File: src/rtl/tgjc_pkg.sv
// ----------------------------------------------------------------------------
// Tripod gait joint commands: shared package
// Widths, fixed-point constants and the pipeline control type shared by the
// top level and the sine unit.
// ----------------------------------------------------------------------------
package tgjc_pkg;

   // Phase and angle widths.
   localparam int PHASE_BITS_DEFAULT = 10;
   localparam int ANGLE_BITS = 16;

   // Leg numbering.
   localparam logic [2:0] FIRST_LEG = 3'd0;
   localparam logic [2:0] LAST_LEG = 3'd5;
   localparam logic [2:0] FIRST_RIGHT_LEG = 3'd3;

   // Angle offsets in a 16-bit turn.
   localparam logic [15:0] HALF_TURN = 16'h8000;
   localparam logic [15:0] QUARTER_TURN = 16'h4000;
   localparam logic [15:0] NO_TURN = 16'h0000;

   // Quarter-wave sine polynomial, Q16.
   localparam logic [16:0] Q16_ONE = 17'd65536;
   localparam logic [12:0] POLY_C3 = 13'd4640;
   localparam logic [15:0] POLY_C2 = 16'd42047;
   localparam logic [16:0] POLY_C1 = 17'd102944;
   localparam logic [14:0] SINE_MAX = 15'd4096;

   // Gait constants, Q12 or Q13.
   localparam logic signed [12:0] STRIDE_GAIN = 13'sd3277;   // 0.8
   localparam logic signed [17:0] TURN_UNITY = 18'sd8192;    // 1.0 in Q13
   localparam logic signed [15:0] KNEE_BASE = 16'sd1638;     // 0.4
   localparam logic signed [11:0] KNEE_GAIN = 12'sd819;      // 0.2
   localparam logic signed [15:0] KNEE_LOW = -16'sd819;      // -0.2
   localparam logic signed [12:0] ANKLE_GAIN = -13'sd2867;   // -0.7
   localparam logic signed [15:0] QUIET_LIMIT = 16'sd41;     // 0.01

   localparam logic signed [15:0] Q12_MAX = 16'sh7FFF;
   localparam logic signed [15:0] Q12_MIN = -16'sh8000;

   typedef logic signed [15:0] q12_type;
   typedef logic signed [13:0] trig_type;

   // Control word that travels with each leg through the pipeline.
   typedef struct packed {
      logic       valid;
      logic [2:0] leg;
      logic       zero;
   } ctl_type;

endpackage

File: src/rtl/tgjc_sine.sv
// ----------------------------------------------------------------------------
// Tripod gait joint commands: pipelined sine unit
// Four register stages evaluate the quarter-wave polynomial of a 16-bit
// angle and return a Q12 sine with the quadrant sign applied.
// ----------------------------------------------------------------------------
module tgjc_sine (
   input  logic              clock,
   input  logic              en,
   input  logic [15:0]       angle,
   output tgjc_pkg::trig_type value
);
   import tgjc_pkg::*;

   logic [1:0]  quad;
   logic [16:0] z_fold;
   logic [16:0] z_raw;
   logic [33:0] z_sq;

   logic [16:0] z1_ff, z2_ff, z3_ff;
   logic        neg1_ff, neg2_ff, neg3_ff;
   logic [16:0] zz1_ff, zz2_ff;
   logic [15:0] inner2_ff;
   logic [16:0] mid3_ff;
   trig_type    value_ff;

   logic [29:0] t1_prod;
   logic [15:0] inner_in;
   logic [32:0] t2_prod;
   logic [16:0] mid_in;
   logic [33:0] s_prod;
   logic [17:0] s_val;
   logic [14:0] q_val;
   logic [14:0] q_cap;
   trig_type    value_in;

   // Fold the angle onto the first quadrant and square it.
   always_comb begin
      quad = angle[15:14];
      z_raw = {1'b0, angle[13:0], 2'b00};
      z_fold = quad[0] ? (Q16_ONE - z_raw) : z_raw;
      z_sq = {17'd0, z_fold} * {17'd0, z_fold};
   end

   always_ff @(posedge clock) begin
      if (en) begin
         z1_ff <= z_fold;
         neg1_ff <= quad[1];
         zz1_ff <= z_sq[32:16];
      end
   end

   // Innermost polynomial term.
   always_comb begin
      t1_prod = {13'd0, zz1_ff} * {17'd0, POLY_C3};
      inner_in = POLY_C2 - {2'b00, t1_prod[29:16]};
   end

   always_ff @(posedge clock) begin
      if (en) begin
         z2_ff <= z1_ff;
         neg2_ff <= neg1_ff;
         zz2_ff <= zz1_ff;
         inner2_ff <= inner_in;
      end
   end

   // Middle polynomial term.
   always_comb begin
      t2_prod = {16'd0, zz2_ff} * {17'd0, inner2_ff};
      mid_in = POLY_C1 - t2_prod[32:16];
   end

   always_ff @(posedge clock) begin
      if (en) begin
         z3_ff <= z2_ff;
         neg3_ff <= neg2_ff;
         mid3_ff <= mid_in;
      end
   end

   // Final product, rounding to Q12, cap at one and quadrant sign.
   always_comb begin
      s_prod = {17'd0, z3_ff} * {17'd0, mid3_ff};
      s_val = s_prod[33:16];
      q_val = {1'b0, s_val[17:4]} + {14'd0, s_val[3]};
      q_cap = (q_val > SINE_MAX) ? SINE_MAX : q_val;
      value_in = neg3_ff ? -trig_type'(q_cap[13:0]) : trig_type'(q_cap[13:0]);
   end

   always_ff @(posedge clock) begin
      if (en) begin
         value_ff <= value_in;
      end
   end

   assign value = value_ff;

endmodule

File: config.mk
export PLATFORM = sky130hd
export DESIGN_NAME = tgjc_sine
export DESIGN_NICKNAME = d
export VERILOG_FILES = /design/src/rtl/tgjc_pkg.sv /design/src/rtl/tgjc_sine.sv
export SDC_FILE = /design/constraint.sdc
export NUM_CORES = 2
export LEC_CHECK = 0
export ABC_AREA = 0
export BUFFER_PORTS_ARGS = -buffer_cell sky130_fd_sc_hd__buf_2
export CAP_MARGIN = 10
export CORE_MARGIN = 1.5
export CORE_UTILIZATION = 35
export DETAILED_ROUTE_END_ITERATION = 12
export SLEW_MARGIN = 10
export SYNTH_ARGS = -nofsm -noshare
export SYNTH_HDL_FRONTEND = slang
export SYNTH_SLANG_ARGS = --single-unit
File: constraint.sdc
create_clock -name clock -period 12.5 [get_ports clock]
set_input_delay 1.875 -clock clock [delete_from_list [all_inputs] [get_ports clock]]
set_output_delay 1.875 -clock clock [all_outputs]
set_load 0.01 [all_outputs]
# Word level (Yosys, flattened, before mapping)
# Cells that the tools add are included.
classes:
  add_sub_neg: 5
  mul: 4
  n_lt_le_gt_ge: 1
  muxes: 3
op_table:
  columns: ["op", "count"]
  rows:
  - ["17-bit by 17-bit multiplier with 34-bit output", 1]
  - ["17-bit by 16-bit multiplier with 33-bit output", 1]
  - ["17-bit by 17-bit multiplier with 33-bit output", 1]
  - ["14-bit 2-to-1 mux", 2]
  - ["17-bit by 8-bit multiplier with 25-bit output (second input constant)", 1]
  - ["17-bit 2-to-1 mux", 1]
  - ["17-bit by 16-bit subtractor with 17-bit output (first input constant)", 1]
  - ["17-bit subtractor (first input constant)", 1]
  - ["16-bit by 14-bit subtractor with 16-bit output (first input constant)", 1]
  - ["14-bit by 1-bit adder with 15-bit output", 1]
  - ["15-bit by 13-bit > comparator with 1-bit output (second input constant)", 1]
  - ["14-bit negation", 1]
word_totals:
  register_bits: 135
  inputBits: 18
  wordCells: 24

# Logic depth before layout (Yosys ltp)
depth:
  word_depth: 6
  ltp_mapped: 41
  depth_no_buf: 40

# Worst setup path before layout
# OpenSTA, ideal clock, no wires.
synth_path:
  path_kind: "input to register"
  startpoint: "input angle[0]"
  endpoint: "register zz1_ff[16], data pin"
  setup_time_ns: 0.260
  arrival_time_ns: 9.133
  required_time_ns: 12.240
  setup_slack_ns: 3.107
  cell_stages: 34
  n_path_buf: 1
  path_cell_list: "clkbuf_1 > inv_1 > ha_1 > nand2_1 > or2_2 > or3_1 > o31ai_1 > xor2_1 > inv_1 > nand2_1 > fa_1 > inv_1 > fa_1 > inv_1 > fa_1 > inv_1 > fa_1 > inv_1 > fa_1 > inv_1 > fa_1 > ha_1 > nand3_1 > o22ai_1 > nor2_1 > o31ai_1 > o41ai_1 > a21oi_1 > o211a_1 > nor2_1 > o211a_1 > a21oi_1 > a21oi_1 > xnor2_1"
synth_via:
  elab_chain_cells: 3
synth_lines:
  columns: ["element", "line", "rtl"]
  rows:
  - ["start, declared", "tgjc_sine.sv:9", "input logic [15:0] angle,"]
  - ["17-bit by 16-bit subtractor with 17-bit output", "tgjc_sine.sv:40", "z_fold = quad[0] ? (Q16_ONE - z_raw) : z_raw;"]
  - ["17-bit 2-to-1 mux", "tgjc_sine.sv:40", null]
  - ["named net z_fold[14]", "tgjc_sine.sv:15", "logic [16:0] z_fold;"]
  - ["17-bit by 17-bit multiplier with 33-bit output", "tgjc_sine.sv:41", "z_sq = {17'd0, z_fold} * {17'd0, z_fold};"]
  - ["named net z_sq[32]", "tgjc_sine.sv:17", "logic [33:0] z_sq;"]
  - ["end signal, assigned", "tgjc_sine.sv:48", "zz1_ff <= z_sq[32:16];"]
  - ["end, declared", "tgjc_sine.sv:21", "logic [16:0] zz1_ff, zz2_ff;"]
# The timed path passes the listed nets, and every way through them passes these cells.
# A chain may end at the register's enable or synchronous reset.

# Worst setup path after layout
layout_path:
  startpoint: "input angle[0]"
  endpoint: "register zz1_ff[16], data pin"
layout_via:
  elab_chain_cells: 3
layout_lines:
  columns: ["element", "line"]
  rows:
  - ["17-bit by 16-bit subtractor with 17-bit output", "tgjc_sine.sv:40"]
  - ["17-bit 2-to-1 mux (*)", "tgjc_sine.sv:40"]
  - ["17-bit by 17-bit multiplier with 33-bit output (*)", "tgjc_sine.sv:41"]
  - ["named net z_sq[32]", "tgjc_sine.sv:17"]
# The timed path passes the listed nets; every way through them passes the cells marked *.

==> summary.txt <==
Status
  – Status: finished clean

Die
  – FP Rows: 106
  – # IOs: 32
  – Die area: 86,200 µm²
  – Core box area: 83,600 µm²
  – Vert. Die Dim: 294 µm
  – Die width: 294 µm
  – Initial Utilization: 35.4%

Synth
  – Synth Cell Area: 29,500 µm²
  – Leading area contributor after synthesis: fa_1
  – Count leader, synth: inv_1
  – Area contributors post-synth: fa_1 (37%), ha_1 (15%), edfxtp_1 (13%)
  – Number of synthesized register bits: 129
  – YS warnings: 0
  – Post-synth cell types: 90
  – Top post-synthesis cells by count: inv_1 (740), fa_1 (546), nand2_1 (426), ha_1 (360), and2_1 (213)
  – Sequential share of the synthesized area: 13.1%
  – Synth Flop Type: edfxtp_1
  – Area share of the leading cell type in the synthesized netlist: 37.0%
  – Synth async-reset ratio: 0%
  – Syn_area_per_cell: 9.43 µm²
  – Post-synth EDFFs: 129
  – Mapped Cells: 3,133

STA
  – Setup_tns: 0 ns
  – # setup viols final: 0
  – Pins Over Slew Limit: 0
  – Least-Margin Pin Slew: 1.06 ns
  – Relative slew margins: 28.9%
  – Tmin final: 9.98 ns
  – Slack of the critical path: 2.52 ns
  – Final period util: 79.8%
  – Clock skew: 0.0153 ns
  – Final hold vios: 0
  – Achievable Freq: 100 MHz
  – RSZ-0062 raised after global routing: no

Routing
  – Vias per cell: 4.78
  – DR vias: 20,100
  – Per-cell routed wire length: 15.7 µm
  – Drt first pass iters: 5
  – Final WL: 66,000 µm
  – Initial DRC count: 1,229
  – DRT antenna net count: 0
  – Remaining DRCs: 0

Clock tree
  – CTS Sinks: 129
  – Post-CTS Hold Buffers: 0
  – Number of H-tree levels: 4
  – Post-cts sizing count: 0
  – Clock tree buffer depth: 2
  – CTS root buffer: clkbuf_16
  – CTS tree: done
  – Inserted Clock Buffers: 17
  – Clock insertion delay at the later pin of the skew report: 0.44 ns
  – Clock-pin slew on the worst setup and hold paths: 0.06 ns
  – Post-CTS Setup Bufs: 0

Worst setup path
  – Critical Path AT: 10.17 ns
  – Worst path max stage delay: 0.60 ns
  – CP required: 12.69 ns
  – Crit-path slowest cell: xor2_1
  – CP max FO: 12
  – Crit Path Category: in2reg
  – CP endpoint kind: register
  – Cell repeated most along the worst path: fa_1
  – Origin of the critical flop-to-flop path: z3_ff[13]
  – Buffers & Inverters on Critical Path: 6
  – CP startpoint: angle[0]
  – Startpoint types: input pin
  – Crit-path leading delay family: adder cells

Worst hold path
  – Worst Hold Class: reg2reg
  – Hold Crit Start: z1_ff[7]

Cells and area
  – Layout cells sized above 1: 3.72%
  – Filler Cell Count: 8,297
  – Layout Nets: 4,030
  – Inserted Diodes: 0
  – Area of the multi-input gates: 22,500 µm²
  – Non-filler instance count after layout: 4,199
  – Fin area: 31,500 µm²
  – Sequential Area: 3870 µm²
  – Area grow syn2layout: 6.48%

Placed design
  – HPWL after DPL: 53,100 µm
  – Final RePlAce weighted congestion: 0.847
  – DP Worst Slack: 2.10 ns
  – Placed instance area: 30,800 µm²
  – Placed cells: 4,167
  – PortBufs: 31

Run
  – Maxcap violations: 0

Global route
  – Vias in the first global route: 21,600
  – Initial antenna violation count: 0
  – GRT Resource Usage Total: 16.3%
  – Congestion Overflow GR: 0
  – Pin count of the biggest net entering global routing: 69
  – Global-route wire length before repair: 112,000 µm
[final cells by class]
type | instances | area share, %
multi-input combinational | 2161 | 71.5
sequential | 129 | 12.3
inverter | 748 | 8.92
tap | 1080 | 4.30
clock buffer | 19 | 1.38
timing repair buffer | 49 | 0.931
clock inverter | 13 | 0.628
[worst reg2reg max path: cells and delay by family, from the launching register on]
family	cells	cell delay, ns
flops	1	0.89
fa+ha+maj	9	3.79
buf+inv	4	0.20
compound gates	9	1.93
mux	1	0.34
simple gates	12	2.43
xor+xnor	1	0.14
[layer usage]
metal	track usage, %	share of wire [%]	vias to the layer above
met5	0	0	-
met3	2.50	5.4	65
met2	26.6	46	452
met4	3.28	1.5	0
met1	22.8	47	10000
li1	-	-	9528
[through the flow]
step | util (%) | hold slack, ns
after floorplan | - | 0.400
after global placement | 36.9 | 0.407
after detailed placement | 36.9 | 0.405
after CTS | 37.7 | 0.418
after global routing | 37.7 | 0.425
final | 37.7 | 0.414
[sequential cells by signal (all words and copies together), names as in the netlist]
register and flops:
mid3_ff 17, zz1_ff 17, inner2_ff 16, value 14, neg1_ff 1, neg3_ff 1, z2_ff 15, zz2_ff 17
z3_ff 15, z1_ff 15, neg2_ff 1
[logic make-up after synthesis]
logic type / share of synthesized area [%]
AO/OA/AOI/OAI: 5.62
XOR/XNOR: 3.44
adder cells (fa/ha/maj): 52.2
buffers and inverters: 10.8
flip-flops: 13.1
multiplexers: 0.335
other: 0.0254
AND/OR/NAND/NOR: 14.4
[path summary, 6_finish.rpt]
kind                 to  slack (ns)  depth (start not counted)
max          zz1_ff[16]        2.52                         32
min            z2_ff[7]        0.41                          0
max reg2reg    value[4]        2.53                         36
min reg2reg    z2_ff[7]        0.41                          0
[cells in the final DEF, fill, tap and decap left out, types with 6 or more instances in the layout]
cell type	count
o31ai_1	11
conb_1	10
a21oi_1	61
nand4_1	10
a21o_1	22
xor2_1	39
nand2b_1	12
nor2b_1	10
inv_1	740
o21ai_1	6
o211ai_1	9
o21a_1	10
a31oi_1	10
and3_1	8
fa_1	546
clkbuf_16	17
and2_1	213
buf_2	30
edfxtp_1	129
ha_1	360
clkinv_1	7
o21bai_1	6
xnor2_1	74
nor3_1	24
or3_1	6
nand2_1	426
nand3_1	30
nor2_1	103
o21ai_0	40
buf_4	19
Power is not shown: default switching activity piles up to over one toggle a cycle in this logic, so the estimate is an artifact.
